`config.mk`:
```
export PLATFORM = sky130hd
export DESIGN_NAME = first_fit_allocator
export DESIGN_NICKNAME = d
export VERILOG_FILES = /design/src/rtl/ffa_pkg.sv /design/src/rtl/ffa_marker_ram.sv /design/src/rtl/ffa_cfg.sv /design/src/rtl/ffa_engine.sv /design/src/rtl/first_fit_allocator.sv
export SDC_FILE = /design/constraint.sdc
export NUM_CORES = 2
export LEC_CHECK = 0
export BUFFER_PORTS_ARGS = -buffer_cell sky130_fd_sc_hd__buf_2
export CAP_MARGIN = 10
export CORE_MARGIN = 2
export CORE_UTILIZATION = 60
export DETAILED_ROUTE_END_ITERATION = 12
export HOLD_SLACK_MARGIN = 0.08
export PLACE_DENSITY = 0.77
export SKIP_CTS_REPAIR_TIMING = 1
export SKIP_LAST_GASP = 1
export SLEW_MARGIN = 15
export SYNTH_ARGS = -nofsm -noshare
export SYNTH_HDL_FRONTEND = slang
export SYNTH_SLANG_ARGS = --single-unit
```
`constraint.sdc`:
```
create_clock -name aclk -period 10.5 [get_ports aclk]
set_input_delay 2.1 -clock aclk [delete_from_list [all_inputs] [get_ports aclk]]
set_output_delay 2.1 -clock aclk [all_outputs]
set_load 0.01 [all_outputs]
```
`src/rtl/ffa_pkg.sv`:
```
// shared types and constants for the first-fit allocator
// no dependencies; imported by ffa_cfg, ffa_engine, first_fit_allocator and the testbench
package ffa_pkg;

    localparam int SIZE_W   = 17;
    localparam int FADDR_W  = 16;
    localparam int RADDR_W  = 16;
    localparam int FAIL_W   = 32;
    localparam int POOL_W   = 17;

    localparam logic FUNC_ALLOC = 1'b0;
    localparam logic FUNC_FREE  = 1'b1;

    typedef struct packed {
        logic               func;
        logic [SIZE_W-1:0]  alloc_size;
        logic [FADDR_W-1:0] free_address;
    } ffa_req_t;

    typedef struct packed {
        logic               ok;
        logic [RADDR_W-1:0] address;
        logic [FAIL_W-1:0]  failure_count;
    } ffa_rsp_t;

    typedef struct packed {
        logic              reload;
        logic [POOL_W-1:0] pool_size;
    } ffa_cfg_t;

endpackage

```
`src/rtl/ffa_marker_ram.sv`:
```
// marker table storage: one write port, one read port, registered read data
// no dependencies
module ffa_marker_ram #(
    parameter int DEPTH = 64,
    parameter int DW    = 18,
    parameter int AW    = 6
) (
    input  logic          aclk,
    input  logic          we,
    input  logic [AW-1:0] waddr,
    input  logic [DW-1:0] wdata,
    input  logic [AW-1:0] raddr,
    output logic [DW-1:0] rdata
);

    logic [DW-1:0] mem [0:DEPTH-1];

    always_ff @(posedge aclk) begin
        if (we) begin
            mem[waddr] <= wdata;
        end
    end

    always_ff @(posedge aclk) begin
        rdata <= mem[raddr];
    end

endmodule

```
`src/rtl/ffa_cfg.sv`:
```
// apb register file: pool_size, capped to the address range
// depends on ffa_pkg
module ffa_cfg
    import ffa_pkg::*;
#(
    parameter int ADDR_BITS = 16
) (
    input  logic        aclk,
    input  logic        aresetn,
    input  logic        psel,
    input  logic        penable,
    input  logic        pwrite,
    input  logic [2:0]  paddr,
    input  logic [31:0] pwdata,
    output logic [31:0] prdata,
    output ffa_cfg_t    cfg_o
);

    localparam int CW = (ADDR_BITS + 1 > POOL_W) ? ADDR_BITS + 1 : POOL_W;
    localparam logic [CW-1:0] CAP = {{(CW-1){1'b0}}, 1'b1} << ADDR_BITS;
    localparam logic [CW-1:0] RST_RAW = CW'(65536);
    localparam logic [CW-1:0] RST_CAP = (RST_RAW > CAP) ? CAP : RST_RAW;

    logic [POOL_W-1:0] pool_reg;
    logic [POOL_W-1:0] pool_next;
    logic              wr_hit;
    logic [CW-1:0]     wval;

    assign wr_hit = psel && penable && pwrite && (paddr[2] == 1'b0);
    assign wval   = CW'(pwdata[POOL_W-1:0]);

    always_comb begin
        pool_next = pool_reg;
        if (wr_hit) begin
            pool_next = (wval > CAP) ? CAP[POOL_W-1:0] : wval[POOL_W-1:0];
        end
    end

    always_ff @(posedge aclk) begin
        if (!aresetn) begin
            pool_reg <= RST_CAP[POOL_W-1:0];
        end else begin
            pool_reg <= pool_next;
        end
    end

    assign prdata          = (paddr[2] == 1'b0) ? 32'(pool_reg) : 32'd0;
    assign cfg_o.reload    = wr_hit;
    assign cfg_o.pool_size = pool_reg;

endmodule

```
`src/rtl/ffa_engine.sv`:
```
// request sequencer: scans, inserts into and compacts the marker table
// depends on ffa_pkg and ffa_marker_ram
module ffa_engine
    import ffa_pkg::*;
#(
    parameter int ADDR_BITS   = 16,
    parameter int MAX_MARKERS = 64
) (
    input  logic     aclk,
    input  logic     aresetn,
    input  ffa_cfg_t cfg_i,
    input  logic     s_valid,
    output logic     s_ready,
    input  ffa_req_t s_data,
    output logic     m_valid,
    input  logic     m_ready,
    output ffa_rsp_t m_data
);

    localparam int MW  = ADDR_BITS + 1;
    localparam int DW  = MW + 1;
    localparam int CW  = (MW > SIZE_W) ? MW : SIZE_W;
    localparam int IW  = $clog2(MAX_MARKERS + 1);
    localparam int RAW = $clog2(MAX_MARKERS);

    localparam logic [2:0] ST_INIT0 = 3'd0;
    localparam logic [2:0] ST_INIT1 = 3'd1;
    localparam logic [2:0] ST_IDLE  = 3'd2;
    localparam logic [2:0] ST_SCAN  = 3'd3;
    localparam logic [2:0] ST_INS   = 3'd4;
    localparam logic [2:0] ST_FREE2 = 3'd5;
    localparam logic [2:0] ST_REM   = 3'd6;
    localparam logic [2:0] ST_FIN   = 3'd7;

    logic [2:0]        state_reg, state_next;
    logic [IW-1:0]     rd_idx_reg, rd_idx_next;
    logic [IW-1:0]     cur_idx_reg, cur_idx_next;
    logic              dval_reg, dval_next;
    logic [IW-1:0]     count_reg, count_next;
    logic [IW-1:0]     ptr_reg, ptr_next;
    ffa_req_t          req_reg, req_next;
    logic [DW-1:0]     prev_reg, prev_next;
    logic [DW-1:0]     carry_reg, carry_next;
    logic              a_reg, a_next;
    logic [1:0]        k_reg, k_next;
    logic              ok_reg, ok_next;
    logic [RADDR_W-1:0] addr_reg, addr_next;
    logic [FAIL_W-1:0] fail_reg, fail_next;
    logic              mv_reg, mv_next;
    ffa_rsp_t          out_reg, out_next;

    logic [IW-1:0]     rd_addr;
    logic [IW-1:0]     s_idx;
    logic [IW-1:0]     src0;
    logic              b_flag;
    logic [1:0]        k_calc;
    logic              we;
    logic [IW-1:0]     waddr;
    logic [DW-1:0]     wdata;
    logic [DW-1:0]     rdata;
    logic              d_busy, p_busy;
    logic [CW-1:0]     d_addr, p_addr, seg_len, req_size, new_addr;

    assign d_busy   = rdata[DW-1];
    assign p_busy   = prev_reg[DW-1];
    assign d_addr   = CW'(rdata[MW-1:0]);
    assign p_addr   = CW'(prev_reg[MW-1:0]);
    assign seg_len  = d_addr - p_addr;
    assign req_size = CW'(req_reg.alloc_size);
    assign new_addr = p_addr + req_size;

    // removal window for a free: prev marker if its segment is free, next if free
    assign b_flag = ((ptr_reg + IW'(1)) < count_reg) && !d_busy;
    assign k_calc = {1'b0, a_reg} + {1'b0, b_flag};
    assign s_idx  = a_reg ? (ptr_reg - IW'(1)) : ptr_reg;
    assign src0   = s_idx + IW'(k_calc);

    assign rd_addr = (state_reg == ST_FREE2) ? src0 : rd_idx_reg;

    ffa_marker_ram #(
        .DEPTH (MAX_MARKERS),
        .DW    (DW),
        .AW    (RAW)
    ) u_ram (
        .aclk  (aclk),
        .we    (we),
        .waddr (waddr[RAW-1:0]),
        .wdata (wdata),
        .raddr (rd_addr[RAW-1:0]),
        .rdata (rdata)
    );

    always_comb begin
        state_next   = state_reg;
        rd_idx_next  = rd_idx_reg;
        cur_idx_next = rd_addr;
        dval_next    = 1'b0;
        count_next   = count_reg;
        ptr_next     = ptr_reg;
        req_next     = req_reg;
        prev_next    = prev_reg;
        carry_next   = carry_reg;
        a_next       = a_reg;
        k_next       = k_reg;
        ok_next      = ok_reg;
        addr_next    = addr_reg;
        fail_next    = fail_reg;
        mv_next      = mv_reg;
        out_next     = out_reg;
        we           = 1'b0;
        waddr        = ptr_reg;
        wdata        = carry_reg;

        if (mv_reg && m_ready) begin
            mv_next = 1'b0;
        end

        case (state_reg)
            ST_INIT0: begin
                we         = 1'b1;
                waddr      = '0;
                wdata      = {1'b1, {MW{1'b0}}};
                state_next = ST_INIT1;
            end
            ST_INIT1: begin
                we         = 1'b1;
                waddr      = IW'(1);
                wdata      = {1'b0, MW'(cfg_i.pool_size)};
                count_next = IW'(2);
                state_next = ST_IDLE;
            end
            ST_IDLE: begin
                if (s_valid) begin
                    req_next    = s_data;
                    rd_idx_next = '0;
                    state_next  = ST_SCAN;
                end
            end
            ST_SCAN: begin
                rd_idx_next = rd_addr + IW'(1);
                dval_next   = 1'b1;
                if (dval_reg) begin
                    if (cur_idx_reg >= count_reg) begin
                        ok_next    = 1'b0;
                        addr_next  = '0;
                        if (req_reg.func == FUNC_ALLOC) begin
                            fail_next = fail_reg + FAIL_W'(1);
                        end
                        state_next = ST_FIN;
                    end else if (cur_idx_reg == '0) begin
                        prev_next = rdata;
                    end else if (req_reg.func == FUNC_ALLOC) begin
                        if (!d_busy && (seg_len >= req_size)) begin
                            if (count_reg >= IW'(MAX_MARKERS)) begin
                                ok_next    = 1'b0;
                                addr_next  = '0;
                                fail_next  = fail_reg + FAIL_W'(1);
                                state_next = ST_FIN;
                            end else begin
                                we         = 1'b1;
                                waddr      = cur_idx_reg;
                                wdata      = {1'b1, new_addr[MW-1:0]};
                                carry_next = rdata;
                                ptr_next   = cur_idx_reg + IW'(1);
                                ok_next    = 1'b1;
                                addr_next  = p_addr[RADDR_W-1:0];
                                state_next = ST_INS;
                            end
                        end else begin
                            prev_next = rdata;
                        end
                    end else begin
                        if ((p_addr == CW'(req_reg.free_address)) && d_busy) begin
                            // mark the segment free in place before any compaction
                            we         = 1'b1;
                            waddr      = cur_idx_reg;
                            wdata      = {1'b0, rdata[MW-1:0]};
                            a_next     = !p_busy;
                            ptr_next   = cur_idx_reg;
                            ok_next    = 1'b1;
                            addr_next  = '0;
                            state_next = ST_FREE2;
                        end else begin
                            prev_next = rdata;
                        end
                    end
                end
            end
            ST_INS: begin
                rd_idx_next = rd_addr + IW'(1);
                dval_next   = 1'b1;
                we          = 1'b1;
                waddr       = ptr_reg;
                wdata       = carry_reg;
                carry_next  = rdata;
                if (ptr_reg == count_reg) begin
                    count_next = count_reg + IW'(1);
                    state_next = ST_FIN;
                end else begin
                    ptr_next = ptr_reg + IW'(1);
                end
            end
            ST_FREE2: begin
                rd_idx_next = rd_addr + IW'(1);
                dval_next   = 1'b1;
                if (k_calc == 2'd0) begin
                    state_next = ST_FIN;
                end else begin
                    ptr_next   = s_idx;
                    k_next     = k_calc;
                    state_next = ST_REM;
                end
            end
            ST_REM: begin
                rd_idx_next = rd_addr + IW'(1);
                dval_next   = 1'b1;
                if (cur_idx_reg >= count_reg) begin
                    count_next = count_reg - IW'(k_reg);
                    state_next = ST_FIN;
                end else begin
                    we       = 1'b1;
                    waddr    = ptr_reg;
                    wdata    = rdata;
                    ptr_next = ptr_reg + IW'(1);
                end
            end
            ST_FIN: begin
                if (!mv_reg || m_ready) begin
                    out_next.ok            = ok_reg;
                    out_next.address       = addr_reg;
                    out_next.failure_count = fail_reg;
                    mv_next                = 1'b1;
                    state_next             = ST_IDLE;
                end
            end
            default: begin
                state_next = ST_IDLE;
            end
        endcase

        if (cfg_i.reload) begin
            state_next = ST_INIT1;
        end
    end

    always_ff @(posedge aclk) begin
        if (!aresetn) begin
            state_reg <= ST_INIT0;
            dval_reg  <= 1'b0;
            count_reg <= IW'(2);
            fail_reg  <= '0;
            mv_reg    <= 1'b0;
        end else begin
            state_reg <= state_next;
            dval_reg  <= dval_next;
            count_reg <= count_next;
            fail_reg  <= fail_next;
            mv_reg    <= mv_next;
        end
    end

    always_ff @(posedge aclk) begin
        rd_idx_reg  <= rd_idx_next;
        cur_idx_reg <= cur_idx_next;
        ptr_reg     <= ptr_next;
        req_reg     <= req_next;
        prev_reg    <= prev_next;
        carry_reg   <= carry_next;
        a_reg       <= a_next;
        k_reg       <= k_next;
        ok_reg      <= ok_next;
        addr_reg    <= addr_next;
        out_reg     <= out_next;
    end

    assign s_ready = (state_reg == ST_IDLE);
    assign m_valid = mv_reg;
    assign m_data  = out_reg;

    a_count_range: assert property (@(posedge aclk) disable iff (!aresetn)
        (count_reg >= IW'(2)) && (count_reg <= IW'(MAX_MARKERS)))
        else $error("marker count out of range");

    a_entry0_fixed: assert property (@(posedge aclk) disable iff (!aresetn)
        (we && (waddr == '0)) |-> (state_reg == ST_INIT0))
        else $error("marker 0 overwritten");

    a_ins_bound: assert property (@(posedge aclk) disable iff (!aresetn)
        (state_reg == ST_INS) |-> (ptr_reg <= count_reg))
        else $error("insert shift ran past the table end");

    a_result_from_fin: assert property (@(posedge aclk) disable iff (!aresetn)
        $rose(mv_reg) |-> ($past(state_reg) == ST_FIN))
        else $error("result loaded outside the finish step");

endmodule

```
`src/rtl/first_fit_allocator.sv`:
```
// First-fit allocator with coalescing. The managed range [0, pool_size) is kept
// as an ordered table of boundary markers in a single-port-write, registered-read
// memory of MAX_MARKERS entries; each marker holds an address and a busy bit for the
// segment ending at it. A request is taken only while the sequencer is idle and
// is answered by exactly one result unless a pool_size write reloads the table
// first. Cost per request is set by the table walk, one marker per clock: an
// allocate walks to the first fit and then shifts the tail up; a free walks to its
// segment, checks its neighbors and, when it merges, compacts the table; a miss
// walks the whole table. A finish step and the idle state follow; the finish step
// waits while the previous result is still unaccepted.
// A finished result sits in an output register, so the next request is accepted
// while it waits. Reset (INIT0, INIT1) and every pool_size write (INIT1) reload
// the table; no request is accepted meanwhile. Depends on ffa_pkg, ffa_cfg,
// ffa_engine and ffa_marker_ram.
module first_fit_allocator
    import ffa_pkg::*;
#(
    parameter int ADDR_BITS   = 16,
    parameter int MAX_MARKERS = 64
) (
    input  logic        aclk,
    input  logic        aresetn,
    // configuration port
    input  logic        psel,
    input  logic        penable,
    input  logic        pwrite,
    input  logic [2:0]  paddr,
    input  logic [31:0] pwdata,
    output logic [31:0] prdata,
    output logic        pready,
    // request channel
    input  logic        s_valid,
    output logic        s_ready,
    input  ffa_req_t    s_data,
    // result channel
    output logic        m_valid,
    input  logic        m_ready,
    output ffa_rsp_t    m_data
);

    ffa_cfg_t cfg;

    // register writes complete in the access cycle, never stalled
    assign pready = 1'b1;

    // pool_size register with capping and the reload strobe
    ffa_cfg #(
        .ADDR_BITS (ADDR_BITS)
    ) u_cfg (
        .aclk    (aclk),
        .aresetn (aresetn),
        .psel    (psel),
        .penable (penable),
        .pwrite  (pwrite),
        .paddr   (paddr),
        .pwdata  (pwdata),
        .prdata  (prdata),
        .cfg_o   (cfg)
    );

    // table walker with the marker memory inside
    ffa_engine #(
        .ADDR_BITS   (ADDR_BITS),
        .MAX_MARKERS (MAX_MARKERS)
    ) u_engine (
        .aclk    (aclk),
        .aresetn (aresetn),
        .cfg_i   (cfg),
        .s_valid (s_valid),
        .s_ready (s_ready),
        .s_data  (s_data),
        .m_valid (m_valid),
        .m_ready (m_ready),
        .m_data  (m_data)
    );

endmodule

```
==> metrics.yaml <==
outcome: "complete, no violations"
fin_skew_ns: 0.0225
ys_ff_latch: 1391
period_share_pct: 74.8
start_util_pct: 60.8
hold_slack_ns: 0.417
seq_area_mm2: 0.0409
die_x_um: 315
stdcell_area_mm2: 0.0644
critPathLaunch: "u_engine.u_ram.rdata[0]"
clkSlewWorstSetupHoldPaths_ns: 0.06
syn_to_final_growth_pct: 11.2
dp_hpwl_mm: 80.3
syn-cell-area_mm2: 0.0580
synth_area_leaders: "edfxtp_1 68%, mux4_2 11%, dfxtp_1 3.0%"
switching_power_mw: 2.79
switching_share_pct: 23.5
setup_viol: 0
routabilityCongestion: 0.918
die_h_um: 315
grt_usage_pct: 27.9
core_area_mm2: 0.0953
rows: 113
wire_per_inst_um: 27.6
ys_seq_area_share_pct: 70.6
cts_root_buf: "clkbuf_16"
grt_max_degree: 154
fin_cells: 4950
numCtsBuffers: 139
period_needed_ns: 7.86
final_cell_mix: "1305 x edfxtp_1, 289 x mux4_2, 260 x nand2_1, 141 x clkbuf_16, 138 x nand3_1"
fin_ws_ns: 2.64
p_per_area_mw_per_mm2: 184
grt_antenna_before_repair: 5
grt_pass1_vias: 31910
ir_drop_mv: 0.171
cts.sinks: 1391
overflow: 0
placedCellCount: 4706
cpMaxStageDelayCell: "nor2_2"
setup_tns_ns: 0
end_kind: "register"
pwr-share-clk_pct: 39.1
start_kind: "register"
p_int_mw: 9.08
async_flop_share_pct: 0
multiInputGateArea_mm2: 0.0162
netlist_instances: 3413
critPathMostFrequentCell: "o211ai_1"
max_slew.worst_pin.slew_ns: 1.19
critPathMaxFanout: 18
first_pass_iters: 6
drive_gt1_share_pct: 21.5
synth-main-ff-cell: "edfxtp_1"
drt_iter0_markers: 4070
drc_errors: 0
routed_wl_mm: 137
fillerInstances: 6094
cts_tree: "built"
worstHoldStart: "u_engine.addr_reg[1]"
grt_pass1_wl_mm: 203
vias: 32355
worstPathRequired_ns: 10.86
critPathKind: "reg2reg"
yosysTopAreaCell: "edfxtp_1"
crit_arrival_ns: 8.21
vias_per_cell: 6.54
ant_nets: 0
largest_reg_flops: 1152
synth_cell_types: 82
antenna-diode-count: 0
slew_viol_final: 0
final_common_cell: "edfxtp_1"
final_hold_viol_count: 0
clock_path_buffers: 3
reg2reg_from: "u_engine.u_ram.rdata[0]"
slew_headroom_pct: 20.6
io_pins: 160
place_area_mm2: 0.0602
fmax_mhz: 127
nNetsFinal: 3741
synth_edf_count: 1305
yosysTopAreaCellShare_pct: 67.6
final_util_pct: 67.6
rsz0062_at_grt: "no"
portBuffers: 126
syn_avg_cell_area_um2: 17.0
cp_cell_sequence: "inv_1 -> ha_1 -> fa_1 -> nor2b_1 -> o31a_1 -> o211ai_1 -> a21oi_1 -> a2111oi_0 -> nor3_1 -> or2_2 -> o211ai_1 -> ha_1 -> nand3_1 -> or2_2 -> nor2_1 -> a22o_1 -> o211ai_1 -> a32oi_1 -> nand4_1 -> nor2_2"
p_comb_share_pct: 8.3
die_area_mm2: 0.0991
hold_path.class: "reg2reg"
cap_violations: 0
pre_cts_ws_ns: 2.88
total_power_mw: 11.9
slowest_delay_ns: 1.25
clk_latency_ns: 0.75
h-tree-depth: 4
yosys_warnings: 0
power_leakage_nw: 21.6
seq_power_share_pct: 52.6
-- path summary, 6_finish.rpt --
path         cells past startpoint  slack, ns                         end
max                             20       2.64  u_engine.u_ram.mem[55][13]
min                              0       0.42         u_engine.m_data[33]
max reg2reg                     20       2.64  u_engine.u_ram.mem[55][13]
min reg2reg                      0       0.42         u_engine.m_data[33]
-- layout make-up --
class / instances / area share (%)
Tap cell: 1265 / 2.46
Multi-Input combinational cell: 1766 / 25.1
Inverter: 74 / 0.433
Timing Repair Buffer: 210 / 2.02
Sequential cell: 1391 / 63.5
Clock inverter: 67 / 0.804
Clock buffer: 177 / 5.72
-- synthesized netlist by cell type (all sizes together) (21+ instances only) --
cell type  instances
edfxtp          1305
mux4             289
nand2            260
nor2             156
nand3            139
clkbuf           113
a21oi            109
dfxtp             86
mux2i             85
buf               83
ha                79
inv               74
o21ai             66
xnor2             57
and2              36
xor2              34
and3              31
nor2b             30
a211oi            27
nor3              24
nand4             23
nand3b            22
o211ai            21
-- power groups by stage --
stage | Combinational (mW) | Sequential [mW] | Clock [mW]
6_report | 0.982 | 6.24 | 4.64
5_1_grt | 1.05 | 6.24 | 4.90
4_1_cts | 0.973 | 6.24 | 4.70
3_5_place_dp | 0.964 | 6.36 | 0
3_3_place_gp | 0.941 | 6.35 | 0
2_1_floorplan | 0.628 | 6.34 | 0
-- critical path: cells and delay by family (launching register included) --
kind | cells | cell delay, ns
compound gates | 8 | 2.87
flops | 1 | 0.40
simple gates | 8 | 3.49
fa+ha+maj | 3 | 0.57
buf+inv | 1 | 0.10
-- per-layer routing --
layer	GRT usage, %	wire (µm)
met1	38.5	52300
met2	44.2	65300
met3	4.99	12800
met4	12.3	6220
met5	0	0
-- logic make-up after synthesis --
| group | synth area share (%) |
|---|---|
| flip-flops | 70.6 |
| adder cells (fa/ha/maj) | 1.84 |
| multiplexers | 12.8 |
| XOR/XNOR | 1.38 |
| AO/OA/AOI/OAI | 4.78 |
| AND/OR/NAND/NOR | 6.60 |
| buffers and inverters | 2.00 |
| other | 0.0130 |
Power figures use the tool's default switching activity.
